### config.mk
export PLATFORM = sky130hd
export DESIGN_NAME = scancode_to_ascii_fifo_core
export DESIGN_NICKNAME = d
export VERILOG_FILES = /design/src/sv/sac_pkg.sv /design/src/sv/sac_ram.sv /design/src/sv/scancode_to_ascii_fifo_core.sv
export SDC_FILE = /design/constraint.sdc
export NUM_CORES = 2
export LEC_CHECK = 0
export ABC_AREA = 1
export BUFFER_PORTS_ARGS = -buffer_cell sky130_fd_sc_hd__clkbuf_2
export CORE_MARGIN = 5
export CORE_UTILIZATION = 62
export DETAILED_ROUTE_END_ITERATION = 6
export PLACE_DENSITY = 0.78
export SYNTH_ARGS = -nofsm -noshare
export SYNTH_HDL_FRONTEND = slang
export SYNTH_SLANG_ARGS = --single-unit
### constraint.sdc
create_clock -name i_clk -period 33.9 [get_ports i_clk]
set_clock_uncertainty 0.15 [all_clocks]
set_input_delay 5.085 -clock i_clk [delete_from_list [all_inputs] [get_ports i_clk]]
set_output_delay 5.085 -clock i_clk [all_outputs]
set_load 0.02 [all_outputs]
### src/sv/sac_pkg.sv
// Shared constants and the set 1 key translation function for the scancode translator.
`default_nettype none

package sac_pkg;

    // Default ring size; the ring holds one entry fewer than this.
    localparam int DEPTH_DEF = 256;

    localparam int CHAR_W = 7;
    localparam int CODE_W = 8;

    // Item kinds carried on the input tuser bit.
    localparam logic OP_SCAN = 1'b0;
    localparam logic OP_READ = 1'b1;

    // Scancodes with a special meaning.
    localparam logic [CODE_W-1:0] SC_LSHIFT_MAKE  = 8'h2A;
    localparam logic [CODE_W-1:0] SC_RSHIFT_MAKE  = 8'h36;
    localparam logic [CODE_W-1:0] SC_LSHIFT_BREAK = 8'hAA;
    localparam logic [CODE_W-1:0] SC_RSHIFT_BREAK = 8'hB6;
    localparam logic [CODE_W-1:0] SC_CAPS_MAKE    = 8'h3A;

    // ASCII bounds of the lower-case letters that the table returns.
    localparam logic [CHAR_W-1:0] ASCII_LOWER_A = 7'h61;
    localparam logic [CHAR_W-1:0] ASCII_LOWER_Z = 7'h7A;

    // UK layout lookup of a make code. Letters always come back in lower case;
    // their case is settled afterwards from shift and caps lock.
    function automatic logic [CHAR_W-1:0] key_char(input logic [6:0] code,
                                                   input logic shifted);
        logic [CHAR_W-1:0] ch;
        ch = '0;
        case (code)
            7'h01: ch = 7'h1B;                       // escape
            7'h02: ch = shifted ? 7'h21 : 7'h31;     // ! 1
            7'h03: ch = shifted ? 7'h22 : 7'h32;     // " 2
            7'h04: ch = shifted ? 7'h23 : 7'h33;     // # 3
            7'h05: ch = shifted ? 7'h24 : 7'h34;     // $ 4
            7'h06: ch = shifted ? 7'h25 : 7'h35;     // % 5
            7'h07: ch = shifted ? 7'h5E : 7'h36;     // ^ 6
            7'h08: ch = shifted ? 7'h26 : 7'h37;     // & 7
            7'h09: ch = shifted ? 7'h2A : 7'h38;     // * 8
            7'h0A: ch = shifted ? 7'h28 : 7'h39;     // ( 9
            7'h0B: ch = shifted ? 7'h29 : 7'h30;     // ) 0
            7'h0C: ch = shifted ? 7'h5F : 7'h2D;     // _ -
            7'h0D: ch = shifted ? 7'h7E : 7'h5E;     // ~ ^
            7'h0E: ch = 7'h08;                       // backspace
            7'h0F: ch = 7'h09;                       // tab
            7'h10: ch = 7'h71;
            7'h11: ch = 7'h77;
            7'h12: ch = 7'h65;
            7'h13: ch = 7'h72;
            7'h14: ch = 7'h74;
            7'h15: ch = 7'h79;
            7'h16: ch = 7'h75;
            7'h17: ch = 7'h69;
            7'h18: ch = 7'h6F;
            7'h19: ch = 7'h70;
            7'h1A: ch = shifted ? 7'h7B : 7'h5B;     // { [
            7'h1B: ch = shifted ? 7'h7D : 7'h5D;     // } ]
            7'h1C: ch = 7'h0A;                       // enter
            7'h1E: ch = 7'h61;
            7'h1F: ch = 7'h73;
            7'h20: ch = 7'h64;
            7'h21: ch = 7'h66;
            7'h22: ch = 7'h67;
            7'h23: ch = 7'h68;
            7'h24: ch = 7'h6A;
            7'h25: ch = 7'h6B;
            7'h26: ch = 7'h6C;
            7'h27: ch = shifted ? 7'h3A : 7'h3B;     // : ;
            7'h28: ch = shifted ? 7'h7E : 7'h40;     // ~ @
            7'h29: ch = shifted ? 7'h00 : 7'h23;     // nothing, #
            7'h2B: ch = shifted ? 7'h7C : 7'h5C;     // | backslash
            7'h2C: ch = 7'h7A;
            7'h2D: ch = 7'h78;
            7'h2E: ch = 7'h63;
            7'h2F: ch = 7'h76;
            7'h30: ch = 7'h62;
            7'h31: ch = 7'h6E;
            7'h32: ch = 7'h6D;
            7'h33: ch = shifted ? 7'h3C : 7'h2C;     // < ,
            7'h34: ch = shifted ? 7'h3E : 7'h2E;     // > .
            7'h35: ch = shifted ? 7'h3F : 7'h2F;     // ? /
            7'h37: ch = 7'h2A;                       // keypad *
            7'h39: ch = 7'h20;                       // space
            7'h47: ch = 7'h37;                       // keypad digits and signs
            7'h48: ch = 7'h38;
            7'h49: ch = 7'h39;
            7'h4A: ch = 7'h2D;
            7'h4B: ch = 7'h34;
            7'h4C: ch = 7'h35;
            7'h4D: ch = 7'h36;
            7'h4E: ch = 7'h2B;
            7'h4F: ch = 7'h31;
            7'h50: ch = 7'h32;
            7'h51: ch = 7'h33;
            7'h52: ch = 7'h30;
            7'h53: ch = 7'h2E;
            default: ch = '0;
        endcase
        return ch;
    endfunction

endpackage

`default_nettype wire

### src/sv/sac_ram.sv
// Generic simple dual-port RAM with one write port and a registered read port.
`default_nettype none

module sac_ram #(
    parameter int WIDTH = 8,
    parameter int DEPTH = 256,
    localparam int ADDR_W = (DEPTH > 1) ? $clog2(DEPTH) : 1
) (
    input  wire logic              i_clk,
    input  wire logic              i_wr_en,
    input  wire logic [ADDR_W-1:0] i_wr_addr,
    input  wire logic [WIDTH-1:0]  i_wr_data,
    input  wire logic              i_rd_en,
    input  wire logic [ADDR_W-1:0] i_rd_addr,
    output logic      [WIDTH-1:0]  o_rd_data
);

    logic [WIDTH-1:0] r_mem [DEPTH];

    always_ff @(posedge i_clk) begin
        if (i_wr_en) begin
            r_mem[i_wr_addr] <= i_wr_data;
        end
        if (i_rd_en) begin
            o_rd_data <= r_mem[i_rd_addr];
        end
    end

endmodule

`default_nettype wire

### src/sv/scancode_to_ascii_fifo_core.sv
// Top level: set 1 scancode translator with shift/caps tracking and a character ring buffer.
//
//  Channel  | Dir | Signals                         | Beat contents
//  ---------+-----+---------------------------------+----------------------------------------
//  s (in)   | in  | i_s_tvalid o_s_tready           | tdata: scancode[7:0]
//           |     | i_s_tdata[7:0] i_s_tuser        | tuser: operation (0 scancode, 1 read)
//  m (out)  | out | o_m_tvalid i_m_tready           | tdata: character[6:0], character_valid[7],
//           |     | o_m_tdata[15:0]                 |        overrun[8], buffer_nonempty[9]
//
// Every input beat produces exactly one output beat. The block sustains one beat per
// cycle while the output is ready; a result passes through stage A, where the registered
// read of the character RAM completes, then stage B. Two result stages sit between the
// sides, so input is still taken while one finished result waits on a stalled output.
// Reset (i_rst_n low, synchronous) empties the ring and clears shift and caps lock;
// the RAM contents are not cleared and no clearing pass is needed.
`default_nettype none

module scancode_to_ascii_fifo_core #(
    parameter int DEPTH = sac_pkg::DEPTH_DEF
) (
    input  wire logic        i_clk,
    input  wire logic        i_rst_n,
    // Input stream.
    input  wire logic        i_s_tvalid,
    output logic             o_s_tready,
    input  wire logic [7:0]  i_s_tdata,   // [7:0] scancode
    input  wire logic        i_s_tuser,   // [0] operation
    // Output stream.
    output logic             o_m_tvalid,
    input  wire logic        i_m_tready,
    output logic [15:0]      o_m_tdata    // [6:0] character, [7] character_valid,
                                          // [8] overrun, [9] buffer_nonempty, rest zero
);

    localparam int PTR_W  = $clog2(DEPTH);
    localparam int CHAR_W = sac_pkg::CHAR_W;
    localparam int RES_W  = CHAR_W + 3;

    // Ring pointers and key state.
    logic [PTR_W-1:0] r_wr_ptr, n_wr_ptr;
    logic [PTR_W-1:0] r_rd_ptr, n_rd_ptr;
    logic             r_lshift, n_lshift;
    logic             r_rshift, n_rshift;
    logic             r_caps, n_caps;

    // Stage A: flags of the accepted beat while the RAM read completes.
    logic             r_a_valid;
    logic             r_a_char_valid;
    logic             r_a_overrun;
    logic             r_a_nonempty;

    // Stage B: the finished result on the output port.
    logic             r_b_valid;
    logic [RES_W-1:0] r_b_data;

    logic             s_accept;
    logic             b_load;

    logic [PTR_W-1:0] wr_next;
    logic [PTR_W-1:0] rd_next;
    logic             shifted;
    logic             upper;
    logic [CHAR_W-1:0] raw_char;
    logic [CHAR_W-1:0] key_ch;
    logic             alpha_key;
    logic             push;
    logic             pop;
    logic             overrun;
    logic [CHAR_W-1:0] ram_rd_data;

    // Stage A may move on when stage B is empty or is being drained.
    assign b_load     = r_a_valid && (!r_b_valid || i_m_tready);
    assign o_s_tready = !r_a_valid || b_load;
    assign s_accept   = i_s_tvalid && o_s_tready;

    // Ring pointers wrap at DEPTH, which need not be a power of two.
    assign wr_next = (r_wr_ptr == PTR_W'(DEPTH - 1)) ? '0 : r_wr_ptr + 1'b1;
    assign rd_next = (r_rd_ptr == PTR_W'(DEPTH - 1)) ? '0 : r_rd_ptr + 1'b1;

    // Translation: table lookup, then letters take upper case when caps lock and
    // shift disagree. Bit 5 is the ASCII case bit.
    assign shifted   = r_lshift || r_rshift;
    assign upper     = r_caps ^ shifted;
    assign raw_char  = sac_pkg::key_char(i_s_tdata[6:0], shifted);
    assign alpha_key = (raw_char >= sac_pkg::ASCII_LOWER_A) &&
                       (raw_char <= sac_pkg::ASCII_LOWER_Z);
    assign key_ch    = alpha_key ? {raw_char[6], ~upper, raw_char[4:0]} : raw_char;

    always_comb begin
        n_wr_ptr = r_wr_ptr;
        n_rd_ptr = r_rd_ptr;
        n_lshift = r_lshift;
        n_rshift = r_rshift;
        n_caps   = r_caps;
        push     = 1'b0;
        pop      = 1'b0;
        overrun  = 1'b0;
        if (s_accept) begin
            if (i_s_tuser == sac_pkg::OP_READ) begin
                if (r_wr_ptr != r_rd_ptr) begin
                    pop      = 1'b1;
                    n_rd_ptr = rd_next;
                end
            end else if (i_s_tdata == sac_pkg::SC_LSHIFT_MAKE) begin
                n_lshift = 1'b1;
            end else if (i_s_tdata == sac_pkg::SC_RSHIFT_MAKE) begin
                n_rshift = 1'b1;
            end else if (i_s_tdata == sac_pkg::SC_LSHIFT_BREAK) begin
                n_lshift = 1'b0;
            end else if (i_s_tdata == sac_pkg::SC_RSHIFT_BREAK) begin
                n_rshift = 1'b0;
            end else if (i_s_tdata == sac_pkg::SC_CAPS_MAKE) begin
                n_caps = !r_caps;
            end else if (!i_s_tdata[7] && (key_ch != '0)) begin
                // A full ring keeps one slot free, so it drops the character.
                if (wr_next != r_rd_ptr) begin
                    push     = 1'b1;
                    n_wr_ptr = wr_next;
                end else begin
                    overrun = 1'b1;
                end
            end
        end
    end

    // Character store. A single beat either writes or reads, and a write is
    // visible to a read issued on the following cycle.
    sac_ram #(
        .WIDTH (CHAR_W),
        .DEPTH (DEPTH)
    ) u_store (
        .i_clk     (i_clk),
        .i_wr_en   (push),
        .i_wr_addr (r_wr_ptr),
        .i_wr_data (key_ch),
        .i_rd_en   (pop),
        .i_rd_addr (r_rd_ptr),
        .o_rd_data (ram_rd_data)
    );

    always_ff @(posedge i_clk) begin
        if (!i_rst_n) begin
            r_wr_ptr  <= '0;
            r_rd_ptr  <= '0;
            r_lshift  <= 1'b0;
            r_rshift  <= 1'b0;
            r_caps    <= 1'b0;
            r_a_valid <= 1'b0;
            r_b_valid <= 1'b0;
        end else begin
            r_wr_ptr <= n_wr_ptr;
            r_rd_ptr <= n_rd_ptr;
            r_lshift <= n_lshift;
            r_rshift <= n_rshift;
            r_caps   <= n_caps;
            if (s_accept) begin
                r_a_valid <= 1'b1;
            end else if (b_load) begin
                r_a_valid <= 1'b0;
            end
            if (b_load) begin
                r_b_valid <= 1'b1;
            end else if (i_m_tready) begin
                r_b_valid <= 1'b0;
            end
        end
    end

    // Payload registers. The RAM output holds while stage A stalls, because a
    // read is only issued when a new beat is taken.
    always_ff @(posedge i_clk) begin
        if (s_accept) begin
            r_a_char_valid <= pop;
            r_a_overrun    <= overrun;
            r_a_nonempty   <= (n_wr_ptr != n_rd_ptr);
        end
        if (b_load) begin
            r_b_data <= {r_a_nonempty, r_a_overrun, r_a_char_valid,
                         r_a_char_valid ? ram_rd_data : {CHAR_W{1'b0}}};
        end
    end

    assign o_m_tvalid = r_b_valid;
    assign o_m_tdata  = {{(16 - RES_W){1'b0}}, r_b_data};

endmodule

`default_nettype wire
## After elaboration in Yosys (flattened, before gate mapping)

Memory sizes are Yosys's and may differ from the RTL's. A register that Yosys moved wholly into a read port is not among the register bits.
Index checks and enable logic that the tools add are counted.

| storage, ports and cells | value |
|---|---|
| memories | 1 |
| output and inout port bits | 18 |
| bits in registers | 34 |
| logic and storage cells | 185 |
| input bits | 13 |
| RAM bits | 1,792 |

Memory list:

| name | words | bits a word | read ports | clocked after Yosys merged registers in | wr ports | line | source |
|---|---|---|---|---|---|---|---|
| u_store.r_mem | 256 | 7 | 1 | 1 | 1 | sac_ram.sv:18 | `logic [WIDTH-1:0] r_mem [DEPTH];` |

| operators by class | value |
|---|---|
| muxes and demuxes | 62 |
| bitwise operators | 8 |
| equality and inequality tests | 78 |
| reductions and logical operators | 20 |
| add/subtract/negate cells | 2 |
| order comparisons | 2 |

Operator list:

| operator | number |
|---|---|
| one-hot mux 7 bit (66 select lines) | 1 |
| == test 7 x 6 -> 1 bit (second input constant) | 23 |
| 2-to-1 mux 8 bit | 14 |
| == test 7 x 5 -> 1 bit (second input constant) | 15 |
| == test 7 bit (second input constant) | 13 |
| 2-to-1 mux 5 bit | 12 |
| == test 7 x 4 -> 1 bit (second input constant) | 8 |
| 2-to-1 mux 6 bit | 7 |
| == test 8 bit (second input constant) | 4 |
| == test 7 x 3 -> 1 bit (second input constant) | 4 |
| 2-to-1 mux 1 bit | 26 |
| == test 8 x 6 -> 1 bit (second input constant) | 3 |
| inequality test 8 bit | 3 |
| adder 8 x 1 -> 8 bit (second input constant) | 2 |
| == test 7 x 2 -> 1 bit (second input constant) | 2 |
| 2-to-1 mux 7 bit | 2 |
| nonzero test 2 bit | 4 |
| == test 7 x 1 -> 1 bit (second input constant) | 1 |
| greater-or-equal comparator 7 bit (second input constant) | 1 |
| less-or-equal comparator 7 bit (second input constant) | 1 |
| inverter 1 bit | 7 |
| AND reduction 7 bit | 1 |
| nonzero test 7 bit | 1 |
| OR reduction 7 bit | 1 |
| other kinds (7) | 16 |

## Logic depth before layout (Yosys ltp)

| depth | value |
|---|---|
| depth after elaboration | 18 |
| mapped depth | 23 |
| gate-level depth less buffers | 22 |

## Hierarchy

A second synthesis with hierarchy kept.

| second synthesis, totals | value |
|---|---|
| cell total of the unflattened synthesis | 6,847 |
| area total of the unflattened synthesis | 76,803.7 um^2 |

Modules (own cells, without submodules):

| module | cells each | instances | area each (um^2) | sequential area each (um^2) |
|---|---|---|---|---|
| sac_ram | 6,218 | 1 | 73,339.1 | 54,021.8 |
| scancode_to_ascii_fifo_core | 629 | 1 | 3,464.6 | 810.8 |

## Least setup slack after synthesis

Ideal clock, no wire load.

| timing path | value |
|---|---|
| path type | input to register |
| start point | in i_s_tdata[6] |
| end point | mem u_store.r_mem[0][5] in the netlist's numbering, data pin |
| arrival | 13.454 ns |
| setup time | 0.906 ns |
| path buffers | 2 |
| stages on the path | 12 |
| path slack | 19.390 ns |
| required time | 32.844 ns |
| cell sequence | buf_2 -> inv_1 -> nand3_1 -> buf_4 -> o21ai_0 -> nor2_1 -> nand2_1 -> nor2_1 -> nand3_1 -> nor2_1 -> a211oi_1 -> o31a_1 |

| between the ends | value |
|---|---|
| cells in the longest elaborated chain, start to end | 5 |
| elaborated cells between the ends (all ways) | 71 |

Ends and longest elaborated chain:

| what | line | source |
|---|---|---|
| start, declared | scancode_to_ascii_fifo_core.sv:26 | `input wire logic [7:0] i_s_tdata,` |
| == test 7 bit, or another cell as far along | sac_pkg.sv:33 | `case (code)` |
| one-hot mux 7 bit (66 select lines) (*) | sac_pkg.sv:33 |  |
| greater-or-equal comparator 7 bit or less-or-equal comparator 7 bit (tied branches) | scancode_to_ascii_fifo_core.sv:85, scancode_to_ascii_fifo_core.sv:86 |  |
| logical AND 1 bit | scancode_to_ascii_fifo_core.sv:85 | `assign alpha_key = (raw_char >= sac_pkg::ASCII_LOWER_A) &&` |
| 2-to-1 mux 6 bit (*) | scancode_to_ascii_fifo_core.sv:87 | `assign key_ch = alpha_key ? {raw_char[6], ~upper, raw_char[4:0]} : raw_char;` |
| via key_ch[5] | scancode_to_ascii_fifo_core.sv:64 | `logic [CHAR_W-1:0] key_ch;` |
| end, declared | sac_ram.sv:18 |  |

Mark *: on every way through the listed nets, which the timed path passes. The rest lies on a longest branch.

## Worst setup path after layout

| timing path | value |
|---|---|
| start point | in i_m_tready |
| end point | out o_s_tready |

| between the ends | value |
|---|---|
| cells in the longest elaborated chain, start to end | 3 |

Ends and longest elaborated chain:

| what | line | source |
|---|---|---|
| start, declared | scancode_to_ascii_fifo_core.sv:30 | `input wire logic i_m_tready,` |
| logical OR 1 bit | scancode_to_ascii_fifo_core.sv:72 | `assign b_load = r_a_valid && (!r_b_valid \|\| i_m_tready);` |
| logical AND 1 bit | scancode_to_ascii_fifo_core.sv:72 |  |
| logical OR 1 bit | scancode_to_ascii_fifo_core.sv:73 | `assign o_s_tready = !r_a_valid \|\| b_load;` |
| end, declared | scancode_to_ascii_fifo_core.sv:25 | `output logic o_s_tready,` |

Every way passes these cells.

==> flow_summary.yaml <==
layout:
  seq_area_sq_um: 54800
  multi_input_area_sq_um: 17600
  final_nets: 5877
  layout.cells.non_filler: 7614
  drive_gt1_share_pct: 6.65
  fillerInstances: 8098
  layout-area-overhead-vs-synth_pct: 9.02
die:
  coreArea_sq_um: 119000
  io-pin-count: 31
  die_x_um: 356
  rows: 127
  floorplan.initialDensity_pct: 62.3
  dieArea_sq_um: 127000
  die_y_um: 356
sta:
  fmax_mhz: 92.9
  worstMarginPinSlew_ns: 1.50
  fin_setup_tns_ns: 0
  fin_crit_ns: 10.76
  maxSlewHeadroom_pct: -0.778
  setup_violations: 0
  fin_crit_sh_pct: 31.7
  rsz0062_at_grt: "no"
  maxSlewViolCount: 8
  finalHoldViolations: 0
grt:
  grt.overflow.total: 0
  grt.total_usage_pct: 30.7
  grt_max_degree: 218
  grt_pass1_wl_mm: 293
  grt_pass1_vias: 48100
  antenna_found_initial: 7
drt:
  ant_nets: 0
  via_per_inst: 6.62
  num_vias: 50400
  wl_mm: 197
  drt_iter0_drc: 7904
  wl_per_cell_um: 25.9
  drt_first_pass_iters: 7
  drc: 19
placement:
  placed_cells_incl_taps: 7294
  port_buffers: 24
  routabilityCongestion: 0.927
  hpwl_mm: 111
clocking:
  cts_tree: "done"
  htreeDepth: 4
  cts.sinks: 1833
  cts_made_buffers: 175
  clockBufferDepth: 3
  postCtsHoldBufs: 0
  root_buffer: "clkbuf_16"
  ctsResizeCount: 0
  clock_latency_ns: 0.80
  clk_pin_slew_ns: 0.06
  post_cts_buffers: 0
logic_synthesis:
  synth_compound_area_share_pct: 11.8
  ys_ff_latch: 1833
  syn_inst: 6013
  yosysSeqAreaShare_pct: 73.7
  synthAdderAreaFrac_pct: 0.0841
  synth_warnings: 0
  async_reset_ff_share_pct: 0
  synth_area_per_cell_sq_um: 12.4
  synth_flop_cell: "edfxtp_1"
  synthSimpleGateAreaFrac_pct: 11.5
  synth-xor-area-share_pct: 0.150
  synth.area.mux_share_pct: 0
  synth_top_family_by_area: "compound AO/OA/AOI/OAI gates"
  synth_enable_flop_cells: 1812
  mappedNetlistArea_sq_um: 74400
  yosysUniqueCellTypes: 46
outcome:
  outcome: "finished with violations"
  violations: "DRC, capacitance limit, slew limit"
setup_path:
  path_class: "in -> out"
  slowest_stage: "clkbuf_2"
  r2r_slack_ns: 28.51
  cpLargestDelayFamily: "buffers and inverters"
  critPathLaunchType: "input pin"
  worstReg2RegStart: "r_rd_ptr[2]$_SDFF_PN0_"
  cp_data_required_time_ns: 28.67
  end_kind: "output pin"
  critPathMaxFanout: 3
  worstReg2RegEnd: "u_store.r_mem[29][0]$_DFFE_PP_"
  path_buf_inv: 3
  path_common_cell: "clkbuf_2"
  slowest_delay_ns: 0.18
  path_cells: "clkbuf_2 > inv_1 > nand3_1 > clkbuf_2"
  cp.arrival_ns: 5.53
  rr_worst_depth: 11
worst_hold_path:
  min_to: "r_b_data[8]$_DFFE_PP_"
  whs_path_depth: 0
  min_path_type: "reg -> reg"
  hold_start: "r_a_overrun$_SDFFCE_PP0P_"
pwr:
  powerDensity_nw_per_um2: 58.6
  p_leak_nw: 26.1
  vdd_ir_drop_max_v: 0.0000525
flow_run:
  cap_violations: 1
[per-stage QoR]
step	setup slack (ns)	util [%]	hold slack, ns	cell area [sq um]	total power, mW
floorplan	19.39	-	0.250	74400	2.81
global placement	23.12	63.3	0.301	75600	2.90
detailed placement	23.14	63.3	0.286	75600	2.91
CTS	23.14	67.9	0.298	81100	4.75
global route	23.09	67.9	0.305	81100	4.88
finish	23.14	67.9	0.291	81100	4.75
[cell type report]
cell class              instances  area share (%)
repair buffers                 93           0.895
diodes                          1         0.00309
multi-input cells            3657            21.7
flip-flops and latches       1833            67.6
clock buffers                 215            5.64
well taps                    1612            2.49
inverters                      99           0.503
clock inverters               104            1.14
[synth_stat cells, types with 8 or more instances]
cell,number,area [sq um]
nand4_1,43,269
nand3_1,262,1310
inv_1,86,323
a31oi_1,14,87.6
buf_4,9,67.6
edfxtp_1,1812,54400
o221ai_1,175,1530
clkbuf_1,375,1410
nor2_1,1316,4940
a21oi_1,73,365
buf_2,27,135
nand2_2,13,81.3
nor3_1,13,65.1
nand2_1,458,1720
inv_2,9,33.8
xor2_1,8,70.1
o211ai_1,47,353
buf_1,17,63.8
o22ai_1,271,1700
dfxtp_1,21,420
o21ai_0,914,4570
[flip-flops by register name (all words and copies together) (netlist names)]
signal             count
o_m_tvalid             1
r_a_char_valid         1
r_a_nonempty           1
r_a_overrun            1
r_a_valid              1
r_b_data              10
r_caps                 1
r_lshift               1
r_rd_ptr               8
r_rshift               1
r_wr_ptr               8
u_store.o_rd_data      7
u_store.r_mem       1792
[layout by cell type, fill, tap and decap left out, types with 9 or more instances in the layout]
cell type / synthesis / routed
edfxtp_1: 1812 / 1812
nor2_1: 1316 / 1314
o21ai_0: 914 / 914
nand2_1: 458 / 453
o22ai_1: 271 / 271
nand3_1: 262 / 253
clkbuf_16: 0 / 176
o221ai_1: 175 / 175
inv_1: 86 / 82
a21oi_1: 73 / 73
buf_4: 9 / 62
o211ai_1: 47 / 47
nand4_1: 43 / 43
clkinv_1: 4 / 38
clkbuf_1: 375 / 37
clkinv_2: 0 / 31
clkbuf_2: 0 / 24
nand2_2: 13 / 17
dfxtp_1: 21 / 17
a31oi_1: 14 / 14
nor3_1: 13 / 13
bufinv_16: 0 / 12
nand3_2: 2 / 9
[report_power, final]
| part | switching [mW] | internal (mW) | leakage (nW) |
|---|---|---|---|
| Combinational | 0.252 | 0.0538 | 7.12 |
| Clock | 0.831 | 1.05 | 2.68 |
| Sequential | 0.00199 | 2.56 | 16.3 |
[cell families (layout without fill, tap and decap cells)]
group | Yosys count | in the layout
AO/OA/AOI/OAI | 1514 | 1514
XOR/XNOR | 11 | 11
adder cells (fa/ha/maj) | 5 | 5
buffers and inverters | 528 | 511
flip-flops | 1833 | 1833
other | 1 | 7
AND/OR/NAND/NOR | 2121 | 2121
[routing by layer]
layer	GRT usage, %	up-vias	wire length [um]
li1	-	21900	-
met1	41.7	24100	71800
met2	46.4	3675	88300
met3	8.25	684	25900
met4	15.6	6	11400
met5	0	-	41
[how the worst max path moves through the flow]
stage | start | to | slack, ns | cells after the start
floorplan | i_s_tdata[6] | u_store.r_mem[0][5]$_DFFE_PP_ | 19.39 | 12
global placement | i_m_tready | o_s_tready | 23.12 | 4
detailed placement | i_m_tready | o_s_tready | 23.14 | 4
CTS | i_m_tready | o_s_tready | 23.14 | 4
global route | i_m_tready | o_s_tready | 23.09 | 4
finish | i_m_tready | o_s_tready | 23.14 | 4
No activity file was read; power rests on OpenSTA's default activity.
